===== config.mk =====
export PLATFORM = sky130hd
export DESIGN_NAME = sliding_window_median_filter
export DESIGN_NICKNAME = d
export VERILOG_FILES = /design/src/rtl/core/swmf_pkg.sv /design/src/rtl/core/swmf_datapath.sv /design/src/rtl/core/swmf_ctrl.sv /design/src/rtl/core/sliding_window_median_filter.sv
export SDC_FILE = /design/constraint.sdc
export NUM_CORES = 1
export LEC_CHECK = 0
export BUFFER_PORTS_ARGS = -buffer_cell sky130_fd_sc_hd__buf_2
export CORE_AREA = 3 3 193 195
export CTS_BUF_LIST = sky130_fd_sc_hd__clkbuf_2 sky130_fd_sc_hd__clkbuf_4 sky130_fd_sc_hd__clkbuf_8
export CTS_CLUSTER_SIZE = 16
export DETAILED_ROUTE_END_ITERATION = 16
export DIE_AREA = 0 0 196 198
export PLACE_DENSITY = 0.7
export SYNTH_ARGS = -nofsm -noshare
export SYNTH_HDL_FRONTEND = slang
export SYNTH_SLANG_ARGS = --single-unit

===== constraint.sdc =====
create_clock -name i_clk -period 9.6 [get_ports i_clk]
set_input_delay 1.92 -clock i_clk [delete_from_list [all_inputs] [get_ports i_clk]]
set_output_delay 1.92 -clock i_clk [all_outputs]
set_load 0.05 [all_outputs]

===== src/rtl/core/swmf_pkg.sv =====
`timescale 1ns / 1ps
// ----------------------------------------------------------------------------
// Running median filter: shared package
// Default sizes, the window size register format and the command and status
// groups between the controller and the datapath.
// ----------------------------------------------------------------------------
package swmf_pkg;

    // Default sizes for the top-level parameters
    localparam int MAX_WINDOW_DEF  = 16;
    localparam int SAMPLE_BITS_DEF = 16;

    // Window size register
    localparam int              CFG_BITS  = 5;
    localparam logic [CFG_BITS-1:0] CFG_RESET = 5'd3;

    // Controller to datapath commands
    typedef struct packed {
        logic shift;    // take the new sample into the window
        logic start;    // begin the rank scan at the newest sample
        logic advance;  // move to the next candidate
        logic load;     // capture the current candidate as the median
    } t_cmd;

    // Datapath to controller status
    typedef struct packed {
        logic will_emit; // window full once the offered sample is taken
        logic hit;       // current candidate sits at the median position
    } t_sts;

endpackage


===== src/rtl/core/swmf_datapath.sv =====
`timescale 1ns / 1ps
// ----------------------------------------------------------------------------
// Running median filter: datapath
// Sample shift line, fill count, window size register, and a rank unit that
// checks one candidate per cycle against every sample in the window.
// ----------------------------------------------------------------------------
module swmf_datapath #(
    parameter int MAX_WINDOW  = swmf_pkg::MAX_WINDOW_DEF,
    parameter int SAMPLE_BITS = swmf_pkg::SAMPLE_BITS_DEF
) (
    input  logic                          i_clk,
    input  logic                          i_rst_n,
    input  swmf_pkg::t_cmd                i_cmd,
    input  logic signed [SAMPLE_BITS-1:0] i_sample,
    input  logic                          i_cfg_we,
    input  logic [swmf_pkg::CFG_BITS-1:0] i_cfg_data,
    output swmf_pkg::t_sts                o_sts,
    output logic signed [SAMPLE_BITS-1:0] o_median
);
    import swmf_pkg::*;

    localparam int CNT_W = $clog2(MAX_WINDOW + 1);
    localparam int IDX_W = (MAX_WINDOW > 1) ? $clog2(MAX_WINDOW) : 1;

    logic signed [SAMPLE_BITS-1:0] r_taps [MAX_WINDOW];
    logic signed [SAMPLE_BITS-1:0] r_median;
    logic [CNT_W-1:0]              r_fill;
    logic [CNT_W-1:0]              n_fill;
    logic [CFG_BITS-1:0]           r_win_size;
    logic [IDX_W-1:0]              r_k;
    logic [31:0]                   cfg_ext;
    logic [CNT_W-1:0]              w_eff;
    logic [CNT_W-1:0]              rank;
    logic [MAX_WINDOW-1:0]         below;
    logic signed [SAMPLE_BITS-1:0] cand;

    // Window size register
    always_ff @(posedge i_clk) begin
        if (!i_rst_n) begin
            r_win_size <= CFG_RESET;
        end else if (i_cfg_we) begin
            r_win_size <= i_cfg_data;
        end
    end

    // Clamp the window size to 1 .. MAX_WINDOW
    always_comb begin
        cfg_ext = 32'(r_win_size);
        if (cfg_ext == 32'd0) begin
            w_eff = CNT_W'(1);
        end else if (cfg_ext > 32'(MAX_WINDOW)) begin
            w_eff = CNT_W'(MAX_WINDOW);
        end else begin
            w_eff = CNT_W'(cfg_ext);
        end
    end

    // Saturating count of samples since reset
    assign n_fill = (r_fill == CNT_W'(MAX_WINDOW)) ? r_fill : r_fill + CNT_W'(1);

    always_ff @(posedge i_clk) begin
        if (!i_rst_n) begin
            r_fill <= '0;
        end else if (i_cmd.shift) begin
            r_fill <= n_fill;
        end
    end

    // Shift line, newest sample at tap zero
    always_ff @(posedge i_clk) begin
        if (i_cmd.shift) begin
            r_taps[0] <= i_sample;
            for (int j = 1; j < MAX_WINDOW; j++) begin
                r_taps[j] <= r_taps[j-1];
            end
        end
    end

    // Candidate index
    always_ff @(posedge i_clk) begin
        if (!i_rst_n) begin
            r_k <= '0;
        end else if (i_cmd.start) begin
            r_k <= '0;
        end else if (i_cmd.advance) begin
            r_k <= r_k + IDX_W'(1);
        end
    end

    // Rank of the candidate: smaller samples, plus equal ones at newer taps
    assign cand = r_taps[r_k];

    always_comb begin
        for (int j = 0; j < MAX_WINDOW; j++) begin
            below[j] = (CNT_W'(j) < w_eff) &&
                       ((r_taps[j] < cand) ||
                        ((r_taps[j] == cand) && (IDX_W'(j) < r_k)));
        end
    end

    assign rank = CNT_W'($countones(below));

    assign o_sts.will_emit = (n_fill >= w_eff);
    assign o_sts.hit       = (rank == (w_eff >> 1));

    // Result register
    always_ff @(posedge i_clk) begin
        if (i_cmd.load) begin
            r_median <= cand;
        end
    end

    assign o_median = r_median;

endmodule


===== src/rtl/core/swmf_ctrl.sv =====
`timescale 1ns / 1ps
// ----------------------------------------------------------------------------
// Running median filter: controller
// Sequences sample intake and the rank scan, and owns the result valid flag.
// ----------------------------------------------------------------------------
module swmf_ctrl (
    input  logic           i_clk,
    input  logic           i_rst_n,
    input  logic           i_in_valid,
    output logic           o_in_stall,
    output logic           o_out_valid,
    input  logic           i_out_stall,
    input  swmf_pkg::t_sts i_sts,
    output swmf_pkg::t_cmd o_cmd
);
    import swmf_pkg::*;

    typedef enum logic [1:0] {
        S_IDLE = 2'b01,
        S_SCAN = 2'b10
    } t_state;

    t_state r_state;
    t_state n_state;
    logic   r_out_valid;
    logic   n_out_valid;
    logic   in_xfer;
    logic   out_free;

    assign in_xfer  = i_in_valid && (r_state == S_IDLE);
    assign out_free = !r_out_valid || !i_out_stall;

    // Commands to the datapath
    always_comb begin
        o_cmd.shift   = in_xfer;
        o_cmd.start   = in_xfer && i_sts.will_emit;
        o_cmd.advance = (r_state == S_SCAN) && !i_sts.hit;
        o_cmd.load    = (r_state == S_SCAN) && i_sts.hit && out_free;
    end

    // Next state
    always_comb begin
        n_state = r_state;
        case (r_state)
            S_IDLE: begin
                if (in_xfer && i_sts.will_emit) begin
                    n_state = S_SCAN;
                end
            end
            S_SCAN: begin
                if (o_cmd.load) begin
                    n_state = S_IDLE;
                end
            end
            default: begin
                n_state = S_IDLE;
            end
        endcase
    end

    // Hold the result until the transfer completes
    assign n_out_valid = o_cmd.load || (r_out_valid && i_out_stall);

    always_ff @(posedge i_clk) begin
        if (!i_rst_n) begin
            r_state     <= S_IDLE;
            r_out_valid <= 1'b0;
        end else begin
            r_state     <= n_state;
            r_out_valid <= n_out_valid;
        end
    end

    assign o_in_stall  = (r_state != S_IDLE);
    assign o_out_valid = r_out_valid;

    // A capture only happens on a rank match
    a_load_on_hit: assert property (@(posedge i_clk) disable iff (!i_rst_n)
        o_cmd.load |-> i_sts.hit)
        else $error("median captured without rank match");

    // A capture always presents a result next cycle
    a_load_valid: assert property (@(posedge i_clk) disable iff (!i_rst_n)
        o_cmd.load |=> o_out_valid)
        else $error("captured median not presented");

    // A sample that fills the window starts a scan
    a_scan_start: assert property (@(posedge i_clk) disable iff (!i_rst_n)
        (in_xfer && i_sts.will_emit) |=> (r_state == S_SCAN) && o_in_stall)
        else $error("full window did not start a scan");

endmodule


===== src/rtl/core/sliding_window_median_filter.sv =====
`timescale 1ns / 1ps
// ----------------------------------------------------------------------------
// Running median filter: top level
// Median of the most recent window_size signed samples.
// ----------------------------------------------------------------------------
// One sample per input transfer. No result appears until window_size samples
// have arrived since reset; after that each sample yields the element at
// sorted position window_size/2 of the newest window_size samples (upper
// middle for an even window). A window size of zero acts as one, and sizes
// above MAX_WINDOW act as MAX_WINDOW. A sample that yields a result is taken
// in, then a rank scan tests one candidate per cycle against the whole
// window and stops at the median, waiting there while an earlier result is
// still stalled in the output register. Input is stalled during the scan; the
// result sits in an output register, so the next sample is taken while it
// waits. Write window_size only while the block is idle.
// ----------------------------------------------------------------------------
module sliding_window_median_filter #(
    parameter int MAX_WINDOW  = swmf_pkg::MAX_WINDOW_DEF,
    parameter int SAMPLE_BITS = swmf_pkg::SAMPLE_BITS_DEF
) (
    input  logic                          i_clk,
    input  logic                          i_rst_n,
    input  logic                          i_cfg_we,
    input  logic [swmf_pkg::CFG_BITS-1:0] i_cfg_data,
    input  logic                          i_in_valid,
    output logic                          o_in_stall,
    input  logic signed [SAMPLE_BITS-1:0] i_sample,
    output logic                          o_out_valid,
    input  logic                          i_out_stall,
    output logic signed [SAMPLE_BITS-1:0] o_median
);
    import swmf_pkg::*;

    t_cmd cmd;
    t_sts sts;

    // Sequencer
    swmf_ctrl u_ctrl (
        .i_clk      (i_clk),
        .i_rst_n    (i_rst_n),
        .i_in_valid (i_in_valid),
        .o_in_stall (o_in_stall),
        .o_out_valid(o_out_valid),
        .i_out_stall(i_out_stall),
        .i_sts      (sts),
        .o_cmd      (cmd)
    );

    // Window storage and rank unit
    swmf_datapath #(
        .MAX_WINDOW (MAX_WINDOW),
        .SAMPLE_BITS(SAMPLE_BITS)
    ) u_datapath (
        .i_clk     (i_clk),
        .i_rst_n   (i_rst_n),
        .i_cmd     (cmd),
        .i_sample  (i_sample),
        .i_cfg_we  (i_cfg_we),
        .i_cfg_data(i_cfg_data),
        .o_sts     (sts),
        .o_median  (o_median)
    );

endmodule

==> flow_summary_export.csv <==
group,metric,value,unit
worst_hold_path,worstHoldPathType,"flop to flop",
synth,synth_cells,1286,
timing,rsz0062_at_grt,"no",
clocking,h-tree-depth,2,
critical_path,reg2regPathDepth,29,
cells_and_area,post-route-util,0.5489,
critical_path,critPathLaunchType,"flop",
cells_and_area,fillers,2935,
cells_and_area,n_antenna_cell,0,
cells_and_area,regArea,8593,um^2
grt,antenna_found_initial,0,
route,drt_pre_antenna_iters,5,
cells_and_area,multi_input_area,8740,um^2
critical_path,end_kind,"flop",
timing,slew_viol_final,0,
pwr,ir_worst_vdd,0.1370,mV
critical_path,cpPeakStageDelay,0.69,ns
cells_and_area,area_growth,9.748,%
synth,ys_seq_elements,293,
critical_path,reg2reg_slack,0.56,ns
die,ioPinCount,44,
die,fp.dieW,196,um
timing,setup_viol,0,
clocking,ctsLongestPathBuffers,3,
timing,slew-limit-headroom,0.3581,
worst_hold_path,hold_path_depth,0,
grt,track_usage,0.2487,
grt,grt_max_degree,159,
critical_path,cpMaxStageDelayCell,"mux4_1",
timing,hold_violations,0,
clocking,hold_buffers,0,
cells_and_area,nets,1687,
route,viasPerCell,6.301,
clocking,clk_pin_slew,0.06,ns
critical_path,critPathKind,"flop to flop",
clocking,cts-buffers-inserted,49,
clocking,cts_tree,"built",
synth,syn_nets,1600,
route,wirelength,47790,um
route,vias,11760,
die,start_util,0.5001,
timing,finalCritPeriodShare,0.9420,
synth,yosys_warnings,0,
grt,overflow,0,
pwr,p_per_area,208.2,nW/um^2
timing,period_needed,9.043,ns
clocking,root_buffer,"clkbuf_8",
die,die_h,198,um
route,ant_nets,0,
clocking,cts.repair.resized,0,
grt,grt_pass1_vias,11560,
clocking,post_cts_buffers,0,
placed_design,place_congestion,0.9568,
placed_design,dp_hpwl,34960,um
status,status,"completed",
synth,syn-cell-area,17790,um^2
timing,worst_pin_slew,0.9629,ns
clocking,clk_latency,0.62,ns
synth,synth_seq_area_share,0.4828,
synth,synth_cell_types,67,
grt,grt_pass1_wl,72860,um
timing,fin_tns_setup,0,ns
timing,fmax,110.6,MHz
synth,ys.flop_type,"edfxtp_1",
cells_and_area,drive_gt1_frac,0.1559,
route,drtIter0Drc,1113,
timing,clock_skew,0.01674,ns
route,wl_per_cell,25.61,um
run,maxCapViolCount,0,
critical_path,crit_fanout,38,
critical_path,worstPathArrival,9.34,ns
synth,synth-edff-count,272,
die,rows,69,
die,dieArea,38810,um^2
pwr,p_leak,7.686,nW
synth,avgSynthCellArea,13.83,um^2
clocking,numClockSinks,293,
die,core_area,35570,um^2
synth,synthArstFlopShare,0,
placed_design,io_buffers,43,
critical_path,required,9.89,ns
route,drc,0,
==> worst paths after layout <==
path,start,end
worst min register to register,u_datapath.r_taps[9][13],u_datapath.r_taps[10][13]
worst max register to register,flop,u_datapath.o_median[12]
worst max-delay path,flop,u_datapath.o_median[12]
worst min-delay path,u_datapath.r_taps[9][13],u_datapath.r_taps[10][13]
==> worst max-delay path, delay by kind of cell, from the launching register on <==
| family | cells | cell delay, ns |
|---|---|---|
| flip-flops | 1 | 0.47 |
| buffers and inverters | 8 | 1.28 |
| XOR/XNOR | 1 | 0.15 |
| multiplexers | 2 | 1.22 |
| AND/OR/NAND/NOR | 4 | 0.77 |
| AO/OA/AOI/OAI | 6 | 1.83 |
| adder cells (fa/ha/maj) | 8 | 2.92 |
==> per-layer routing <==
| metal | up-vias | track usage | part of all wire |
|---|---|---|---|
| met3 | 86 | 0.06602 | 0.094 |
| met2 | 566 | 0.3612 | 0.43 |
| met5 | - | 0 | 0 |
| li1 | 5356 | - | - |
| met4 | 0 | 0.07895 | 0.032 |
| met1 | 5750 | 0.3664 | 0.45 |
==> power breakdown <==
part	switching, mW	leakage [nW]	internal [mW]
Sequential	0.162	2.80	1.64
Clock	0.510	0.468	0.548
Combinational	0.703	4.42	0.499
Total	1.38	7.69	2.69
==> cell type report <==
class                   instances  share of cell area
clock buffers                  66             0.04204
multi-input cells             887              0.4476
well taps                     461             0.02954
clock inverters                17            0.003589
repair buffers                 64             0.02166
flip-flops and latches        293              0.4401
inverters                      78             0.01538
==> cell usage after synthesis, types with 3 or more instances <==
cell type | instances | area [um^2]
a21o_1 | 50 | 375.4
clkbuf_1 | 16 | 60.06
and2_1 | 3 | 18.77
xnor2_1 | 9 | 78.83
nor4_1 | 7 | 43.79
nor2b_1 | 22 | 137.6
ha_1 | 277 | 3466
a211oi_1 | 9 | 67.56
buf_6 | 5 | 56.30
dfxtp_1 | 21 | 420.4
mux2_2 | 3 | 33.78
o21a_1 | 24 | 180.2
o21ai_0 | 41 | 205.2
a221oi_1 | 3 | 26.28
or2_2 | 5 | 31.28
nor3_1 | 21 | 105.1
nor2_1 | 38 | 142.6
nand2_1 | 48 | 180.2
mux2i_1 | 9 | 90.09
edfxtp_1 | 272 | 8168
nand4_1 | 46 | 287.8
o22ai_1 | 7 | 43.79
inv_2 | 15 | 56.30
nand3_1 | 24 | 120.1
o2111ai_1 | 4 | 35.03
and4_1 | 5 | 43.79
inv_1 | 63 | 236.5
a21boi_0 | 4 | 30.03
mux4_2 | 57 | 1284
a2111oi_0 | 6 | 52.55
a31oi_1 | 8 | 50.05
o31ai_1 | 3 | 22.52
buf_2 | 3 | 15.01
a21oi_1 | 63 | 315.3
nand2b_1 | 7 | 43.79
or3_1 | 4 | 25.02
o211ai_1 | 12 | 90.09
fa_1 | 11 | 220.2
o41ai_1 | 5 | 43.79
mux4_1 | 22 | 578.1
==> stage by stage <==
stage               power, mW  std cells  cell area (um^2)  hold slack [ns]  worst slack [ns]
floorplan               2.622       1286             17790           0.4442            0.7204
global placement        2.960       1783             18630           0.4578            0.7689
detailed placement      2.996       1783             18630           0.4623            0.6675
CTS                     4.071       1866             19520           0.4715            0.6476
global route            4.311       1866             19520           0.4965            0.1500
finish                  4.065       1866             19520           0.4804            0.5570
==> sequential cells by signal, summed over array words and instances (netlist names), named ones only <==
name                   cells
u_datapath.r_k             4
u_datapath.o_median       16
u_ctrl.r_state             2
u_datapath.r_fill          5
u_ctrl.o_out_valid         1
u_datapath.r_taps        256
u_datapath.r_win_size      5
==> placed cells by master (no fill, tap or decap), types with 17 or more instances in the layout <==
master    count
a21o_1       50
inv_1        62
mux4_2       57
nor2_1       38
dfxtp_1      19
buf_4        17
o21ai_0      41
nor2b_1      22
nor3_1       21
clkbuf_8     52
nand2_1      48
mux4_1       22
edfxtp_1    272
buf_2        43
a21oi_1      63
nand3_1      24
nand4_1      46
ha_1        277
o21a_1       24
==> kinds of logic after synthesis <==
family | count (synthesis) | share of synthesized area
muxes | 92 | 0.1123
xor gates and xnor gates | 9 | 0.004431
and+or+nand+nor | 242 | 0.07153
adders and majority gates | 288 | 0.2072
AOI/OAI and AO/OA | 256 | 0.09537
DFF | 293 | 0.4828
buffers and inverters | 106 | 0.02644
(Power assumes the default switching activity.)
